$ cat config.mk
export PLATFORM = sky130hd
export DESIGN_NAME = vnaa_cell
export DESIGN_NICKNAME = d
export VERILOG_FILES = /design/src/hw/rtl/vnaa_pkg.sv /design/src/hw/rtl/vnaa_cell.sv
export SDC_FILE = /design/constraint.sdc
export NUM_CORES = 2
export LEC_CHECK = 0
export BUFFER_PORTS_ARGS = -buffer_cell sky130_fd_sc_hd__buf_4
export CAP_MARGIN = 15
export CORE_AREA = 2 2 255 257
export CTS_CLUSTER_DIAMETER = 50
export DETAILED_ROUTE_END_ITERATION = 8
export DIE_AREA = 0 0 257 259
export PLACE_DENSITY = 0.74
export RECOVER_POWER = 50
export SLEW_MARGIN = 20
export SYNTH_ARGS = -nofsm -noshare
export SYNTH_HDL_FRONTEND = slang
export SYNTH_SLANG_ARGS = --single-unit
export TNS_END_PERCENT = 30
$ cat constraint.sdc
create_clock -name clk -period 9.25 [get_ports clk]
set_clock_uncertainty 0.05 [all_clocks]
set_input_delay 0.4625 -clock clk [delete_from_list [all_inputs] [get_ports clk]]
set_output_delay 0.4625 -clock clk [all_outputs]
set_load 0.1 [all_outputs]
$ cat src/hw/rtl/vnaa_pkg.sv
// ----------------------------------------------------------------------------
// vnaa_pkg
// Shared types for the nearest actor assignment core: item codes, the
// broadcast item, the link handed along the cell chain and the result.
// ----------------------------------------------------------------------------
package vnaa_pkg;

    typedef enum logic [1:0] {
        ACT_START    = 2'd0,
        ACT_LOAD     = 2'd1,
        ACT_OPEN     = 2'd2,
        ACT_CLASSIFY = 2'd3
    } action_t;

    // Item held stable and broadcast to every cell while it walks the chain
    typedef struct packed {
        action_t            op;
        logic [3:0]         slot;
        logic signed [15:0] pos_x;
        logic signed [15:0] pos_y;
        logic signed [15:0] box_x_high;
        logic signed [15:0] box_y_high;
        logic [14:0]        reach;
    } item_t;

    // Running summary passed from cell to cell
    typedef struct packed {
        logic        valid;
        logic        any;
        logic        found;
        logic [4:0]  added;
        logic [3:0]  index;
        logic [32:0] best;
        logic [29:0] reach_sq;
    } link_t;

    typedef struct packed {
        logic [1:0] item_kind;
        logic       has_actor;
        logic [3:0] actor_index;
        logic       voxel_kept;
        logic [4:0] members_added;
    } result_t;

endpackage

$ cat src/hw/rtl/vnaa_cell.sv
// ----------------------------------------------------------------------------
// vnaa_cell
// One actor slot. Holds position, squared reach and flags; when the token
// passes it applies the item to its own slot and updates the running summary.
// ----------------------------------------------------------------------------
module vnaa_cell #(
    parameter int IDX = 0
) (
    input  logic            clk,
    input  logic            rst_n,
    input  vnaa_pkg::item_t item,
    input  vnaa_pkg::link_t link_in,
    output vnaa_pkg::link_t link_out
);

    logic signed [15:0] x_reg;
    logic signed [15:0] y_reg;
    logic [29:0]        rsq_reg;
    logic [29:0]        rsq_next;
    logic [31:0]        sqx_reg;
    logic [31:0]        sqy_reg;
    logic               valid_reg;
    logic               valid_next;
    logic               taken_reg;
    logic               taken_next;
    logic               member_reg;
    logic               member_next;
    vnaa_pkg::link_t    link_reg;
    vnaa_pkg::link_t    link_next;

    logic signed [16:0] dx;
    logic signed [16:0] dy;
    logic signed [33:0] dx_sq;
    logic signed [33:0] dy_sq;
    logic [32:0]        dist_sum;
    logic               slot_hit;
    logic               in_box;
    logic               load_here;

    assign dx    = $signed({item.pos_x[15], item.pos_x}) - $signed({x_reg[15], x_reg});
    assign dy    = $signed({item.pos_y[15], item.pos_y}) - $signed({y_reg[15], y_reg});
    assign dx_sq = dx * dx;
    assign dy_sq = dy * dy;

    // squares follow the held item; they settle before the token arrives
    always_ff @(posedge clk)
    begin
        sqx_reg <= dx_sq[31:0];
        sqy_reg <= dy_sq[31:0];
    end

    assign dist_sum = {1'b0, sqx_reg} + {1'b0, sqy_reg};
    assign slot_hit = (int'(item.slot) == IDX);
    assign in_box   = (x_reg >= item.pos_x) && (x_reg <= item.box_x_high) &&
                      (y_reg >= item.pos_y) && (y_reg <= item.box_y_high);
    assign rsq_next = 30'(item.reach) * 30'(item.reach);
    assign load_here = link_in.valid && (item.op == vnaa_pkg::ACT_LOAD) && slot_hit;

    always_comb
    begin
        valid_next  = valid_reg;
        taken_next  = taken_reg;
        member_next = member_reg;
        link_next   = link_in;
        if (link_in.valid)
        begin
            unique case (item.op)
                vnaa_pkg::ACT_START:
                begin
                    valid_next  = 1'b0;
                    taken_next  = 1'b0;
                    member_next = 1'b0;
                end
                vnaa_pkg::ACT_LOAD:
                begin
                    if (slot_hit)
                    begin
                        valid_next  = 1'b1;
                        taken_next  = 1'b0;
                        member_next = 1'b0;
                    end
                end
                vnaa_pkg::ACT_OPEN:
                begin
                    // first volume wins: a taken actor stays out
                    member_next = valid_reg && !taken_reg && in_box;
                    if (member_next)
                    begin
                        taken_next      = 1'b1;
                        link_next.added = link_in.added + 5'd1;
                    end
                end
                vnaa_pkg::ACT_CLASSIFY:
                begin
                    // strict less-than keeps the lowest slot on a tie
                    if (member_reg && (!link_in.found || dist_sum < link_in.best))
                    begin
                        link_next.found    = 1'b1;
                        link_next.index    = 4'(IDX);
                        link_next.best     = dist_sum;
                        link_next.reach_sq = rsq_reg;
                    end
                end
            endcase
        end
        link_next.any = link_in.any | member_next;
    end

    always_ff @(posedge clk)
    begin
        if (load_here)
        begin
            x_reg   <= item.pos_x;
            y_reg   <= item.pos_y;
            rsq_reg <= rsq_next;
        end
    end

    always_ff @(posedge clk or negedge rst_n)
    begin
        if (!rst_n)
        begin
            valid_reg  <= 1'b0;
            taken_reg  <= 1'b0;
            member_reg <= 1'b0;
            link_reg   <= '0;
        end
        else
        begin
            valid_reg  <= valid_next;
            taken_reg  <= taken_next;
            member_reg <= member_next;
            link_reg   <= link_next;
        end
    end

    assign link_out = link_reg;

endmodule

=== Yosys cells after proc, flatten, opt, wreduce, memory -nomap -nowiden ===
Index checks and enable logic that the tools add are counted.

* $add $sub $neg: 4
* $mul: 3
* $lt $le $gt $ge: 5
* Equality and inequality tests: 5
* Multiplexer cells: 15
* Bitwise logic cells: 1
* Reduce and logical (&&, ||, !) cells: 17

{| class="wikitable"
|+ Operators with widths
! kind !! number
|-
| two-way mux 67 bit || 2
|-
| two-way mux 73 bit || 1
|-
| multiplier 17 x 17 -> 32 bit || 2
|-
| subtractor 16 x 16 -> 17 bit || 2
|-
| adder 32 x 32 -> 33 bit || 1
|-
| less-than comparator 33 bit || 1
|-
| >= comparator 16 bit || 2
|-
| less-or-equal comparator 16 bit || 2
|-
| multiplier 15 x 15 -> 30 bit || 1
|-
| two-way mux 5 bit || 2
|-
| logical AND 1 bit || 8
|-
| two-way mux 1 bit || 7
|-
| one-hot mux 1 bit (3 select lines) || 2
|-
| adder 5 x 1 -> 5 bit (second input constant) || 1
|-
| equality test 2 bit (second input constant) || 2
|-
| logical NOT 4 bit || 1
|-
| != test 2 bit (second input constant) || 2
|-
| AND reduction 4 bit || 1
|-
| AND reduction 3 bit || 1
|-
| nonzero test 3 bit || 1
|-
| equality test 2 x 1 -> 1 bit (second input constant) || 1
|-
| logical NOT 1 bit || 2
|-
| logical NOT 2 bit || 1
|-
| one-hot mux 1 bit (2 select lines) || 1
|-
| 3 further kinds || 3
|}

* Flip-flop bits (word level): 204
* Output and inout bits: 75
* Word-level logic and storage cells: 65

=== Logic depth before layout (Yosys ltp) ===
* Word-level depth: 8
* Mapped depth: 35
* Depth with buffers taken out: 34

=== Worst setup path after synthesis ===
Ideal clock, no wire load.

* Kind: input to register
* Start: input port item[64] (netlist bit)
* End: register sqx_reg[25]
* Arrival time: 7.682 ns
* Data required time: 9.079 ns
* Path slack: 1.396 ns
* Cell stages on the path: 29
* Path buffers: 1
* Cells stage by stage: ha_1 -> nor2b_1 -> o2111ai_1 -> o21ai_0 -> or2_2 -> a21o_1 -> a21o_1 -> xor2_1 -> inv_1 -> clkbuf_1 -> fa_1 -> fa_1 -> fa_1 -> inv_1 -> fa_1 -> inv_1 -> fa_1 -> inv_1 -> fa_1 -> ha_1 -> a211oi_1 -> nand2_1 -> o311ai_1 -> o22ai_1 -> a211oi_1 -> nor2_1 -> o31ai_1 -> mux2i_1 -> nand2_1

* Word-level cells in the longest chain between the ends: 2

{| class="wikitable"
|+ Ends and longest elaborated chain
! element !! line !! RTL
|-
| start: declaration || vnaa_cell.sv:11 || <nowiki>input vnaa_pkg::item_t item,</nowiki>
|-
| subtractor 16 x 16 -> 17 bit || vnaa_cell.sv:40 || <nowiki>assign dx = $signed({item.pos_x[15], item.pos_x}) - $signed({x_reg[15], x_reg});</nowiki>
|-
| multiplier 17 x 17 -> 32 bit || vnaa_cell.sv:42 || <nowiki>assign dx_sq = dx * dx;</nowiki>
|-
| net dx_sq[25] || vnaa_cell.sv:33 || <nowiki>logic signed [33:0] dx_sq;</nowiki>
|-
| end signal: assignment || vnaa_cell.sv:48 || <nowiki>sqx_reg <= dx_sq[31:0];</nowiki>
|-
| end: declaration || vnaa_cell.sv:20 || <nowiki>logic [31:0] sqx_reg;</nowiki>
|}

The timed path passes the listed nets, and every way through them passes these cells.
A chain may end at the register's enable or synchronous reset.

=== Final worst setup path ===
* Start: register y_reg[0]
* End: register sqy_reg[28]

* Word-level cells in the longest chain between the ends: 2

{| class="wikitable"
|+ Ends and longest elaborated chain
! element !! line !! RTL
|-
| start: declaration || vnaa_cell.sv:17 || <nowiki>logic signed [15:0] y_reg;</nowiki>
|-
| start signal: assignment || vnaa_cell.sv:114 || <nowiki>y_reg <= item.pos_y;</nowiki>
|-
| subtractor 16 x 16 -> 17 bit || vnaa_cell.sv:41 || <nowiki>assign dy = $signed({item.pos_y[15], item.pos_y}) - $signed({y_reg[15], y_reg});</nowiki>
|-
| multiplier 17 x 17 -> 32 bit || vnaa_cell.sv:43 || <nowiki>assign dy_sq = dy * dy;</nowiki>
|-
| net dy_sq[28] || vnaa_cell.sv:34 || <nowiki>logic signed [33:0] dy_sq;</nowiki>
|-
| end signal: assignment || vnaa_cell.sv:49 || <nowiki>sqy_reg <= dy_sq[31:0];</nowiki>
|-
| end: declaration || vnaa_cell.sv:21 || <nowiki>logic [31:0] sqy_reg;</nowiki>
|}

The timed path passes the listed nets, and every way through them passes these cells.

==> key figures <==
Finish
  • Share of layout cells above drive strength 1: 0.0866
  • Area of the multi-input gates: roughly 26,000 um2
  • FF/Latch Area: roughly 5000 um2
  • Flip-flop count of the largest register after layout: 75
  • Area Overhead vs Synth: 10.8%
  • Fill cell count: 5,473
  • Post-Layout Cell Count: 4,760
  • Nets: 5,070

STA
  • Setup violations, final: 0
  • Final TNS setup: 0 ns
  • RSZ-0062 raised after global routing: no
  • Relative slew slack: -1.56
  • Final Hold Fails: 0
  • Slew @ Worst Pin: around 3.8 ns
  • Slew Limit Fails: 82
  • Fin crit period: roughly 8.7 ns
  • Max Clk Rate: 116 MHz
  • Period utilization: 0.936

Synthesis
  • Post-synth EDFFs: a little over 60
  • Synth cell types: 76
  • Synth area leaders: fa_1 38%, ha_1 14%, inv_1 10%, dfrtp_1 5.6%, edfxtp_1 5.2%
  • Yosys top cell area share: 0.375
  • Syn Nets: between 4,000 and 5,000
  • Post-synth ARST share: 0.388
  • FF+latch count, synth: around 200
  • Yosys top cell by area: fa_1
  • Syn Std Cell Area: 34,900 um2
  • Post-synth top flop: dfrtp_1
  • Synthesized instance count: 3,620
  • YS warnings: 0
  • Mean area per synthesized cell: 9.64 um2
  • Register area share after synthesis: 0.144

Critical path
  • Worst path max stage delay: 0.58 ns
  • R2R cell count: 30
  • Crit Path Max Fanout: 12
  • Critical path arrival: ~9.0 ns
  • Setup crit end kind: flip-flop
  • Top cell by count, worst path: fa_1
  • Crit path kind: reg2reg
  • CP Launch Type: flip-flop
  • Req. time, crit path: approximately 9.6 ns
  • Setup crit start: y_reg[0]
  • Worst flop-to-flop path startpoint: y_reg[0]
  • Critical path's slowest cell: xor2_1

Route
  • Via-to-Cell Ratio: approximately 5.3
  • TritonRoute pass-1 iters: 5
  • DR iter-0 viols: ~1,700
  • # DRC: 0
  • Remaining antenna violation count: 0
  • Vias: ~25,000
  • Wirelength per Cell: 17.4 um
  • Detailed Route WL: 83,000 um

Placement
  • Placer congestion estimate: 0.936
  • Detailed placer's ending HPWL: 69,800 um
  • Cells after DPL: between 4,000 and 5,000
  • # port buffers: ~240

Global routing
  • GR Util All Layers: 0.259
  • Initial antenna violation count: 5
  • Global route total overflow: 0
  • First-pass GRT wire length: between 100,000 and 150,000 um
  • Number of global-route vias before repair: between 20,000 and 30,000
  • Largest net degree at the start of global routing: 56

Clocking
  • CTS tree: yes
  • Maximum level of the CTS H-tree: 2
  • CTS clk-pin slew, worst paths: about 0.06 ns
  • Worst-Skew Late Latency: between 0.5 and 0.6 ns
  • Post-CTS Resized: 0
  • Root buffer selected by CTS: clkbuf_16
  • CTS buffer count: 35
  • Clk buf depth: 3
  • # clock sinks: between 200 and 250
  • Post-CTS Setup Bufs: 0

Run
  • Max cap viols: 2

Die
  • Die Wd: about 260 um
  • Row count: just over 90
  • Die outline area: 66,600 um2
  • Top Ports: 237
  • Initial Util: 0.546
  • Core Box Area: between 60,000 and 70,000 um2
  • Die Ht: between 200 and 300 um

Outcome
  • Status: finished, violations left
  • Failing checks: max-capacitance violations, max-slew violations

Hold path
  • HP Class: in2reg
  • HP Start: link_in[73]
  • Hold path cells: 2
[routing by layer]
layer / wire [um] / track usage
met3: 6310 / 0.0515
met4: 2360 / 0.0712
met2: 40600 / 0.445
met1: 33600 / 0.334
met5: 59 / 0
[cell usage after synthesis, types with 4 or more instances]
| cell type | n |
|---|---|
| a21boi_0 | 4 |
| a211oi_1 | 19 |
| inv_2 | 8 |
| nand2_1 | 233 |
| dfrtp_1 | 78 |
| nand4_1 | 16 |
| nand3_1 | 27 |
| and2_1 | 62 |
| fa_1 | 654 |
| a31oi_1 | 9 |
| nor4_1 | 7 |
| o31a_1 | 7 |
| o31ai_1 | 8 |
| xor2_1 | 49 |
| mux2_2 | 65 |
| nand2b_1 | 23 |
| and3_1 | 11 |
| a2111oi_0 | 4 |
| o211ai_1 | 12 |
| o21ai_0 | 80 |
| inv_1 | 932 |
| or2_2 | 5 |
| o21a_1 | 35 |
| clkbuf_1 | 55 |
| o2111a_1 | 4 |
| edfxtp_1 | 61 |
| xnor2_1 | 113 |
| nor2b_1 | 41 |
| nor3_1 | 28 |
| a21o_1 | 56 |
| ha_1 | 377 |
| or3_1 | 9 |
| a21oi_1 | 109 |
| buf_2 | 10 |
| o21bai_1 | 13 |
| nor2_1 | 271 |
| dfxtp_1 | 62 |
[cell usage in the layout (no fill, tap or decap), drive strengths merged, types with 10 or more instances in the layout]
cell,netlist,layout
inv,940,948
o21ai,83,83
xor2,50,50
and3,11,11
o21a,35,35
buf,12,174
nand3,28,28
nor2b,41,41
edfxtp,61,61
clkbuf,55,155
a211oi,21,21
mux2,65,65
nand2,234,234
o31ai,10,10
o21bai,14,14
a21oi,109,109
dfxtp,62,62
nor3,31,31
nor2,271,271
nand2b,23,23
fa,654,654
ha,377,377
clkinv,3,12
xnor2,114,114
nand4,16,16
dfrtp,78,78
a21o,56,56
and2,62,62
o211ai,13,13
[critical path, delay by kind of cell (launching register included)]
| kind | cells | cell delay [ns] |
|---|---|---|
| AO/OA/AOI/OAI | 8 | 1.87 |
| XOR/XNOR | 1 | 0.58 |
| adder cells (fa/ha/maj) | 9 | 3.77 |
| buffers and inverters | 6 | 0.72 |
| flip-flops | 1 | 0.40 |
| AND/OR/NAND/NOR | 6 | 1.14 |
[final cells by class]
cell class,count,area share
multi-input cells,2409,0.674
flip-flops and latches,201,0.130
inverters,943,0.0916
repair buffers,287,0.0453
well taps,855,0.0277
clock buffers,43,0.0250
clock inverters,21,0.00612
diodes,1,0.0000647
[cell families after synthesis]
family | share of synthesized area
adders and majority gates | 0.510
and+or+nand+nor | 0.0965
AOI/OAI and AO/OA | 0.0770
muxes | 0.0213
buffers and inverters | 0.109
DFF | 0.144
xor gates and xnor gates | 0.0416
[per-stage QoR]
stage	hold slack (ns)	utilization	setup WS [ns]	area, um2
6_report	0.0448	0.605	0.592	38700
4_1_cts	0.00164	0.612	0.661	39100
5_1_grt	0.0351	0.605	0.0355	38700
3_5_place_dp	0.327	0.593	0.516	37900
2_1_floorplan	0.117	-	1.40	34900
3_3_place_gp	0.326	0.593	0.814	37900
[timing repair]
action,in CTS,in global routing
hold buffers,1,0
setup endpoints to repair,0,0
hold endpoints to repair,23,0
[worst paths after layout]
kind,end,slack [ns]
max in group asynchronous,link_out[23],4.20
max,sqy_reg[28],0.59
max reg2reg,sqy_reg[28],0.59
min,link_out[73],0.04
min reg2reg,link_out[7],0.42
min in group asynchronous,link_out[46],0.69
Power is not shown: default switching activity piles up to over one toggle a cycle in this logic, so the estimate is an artifact.
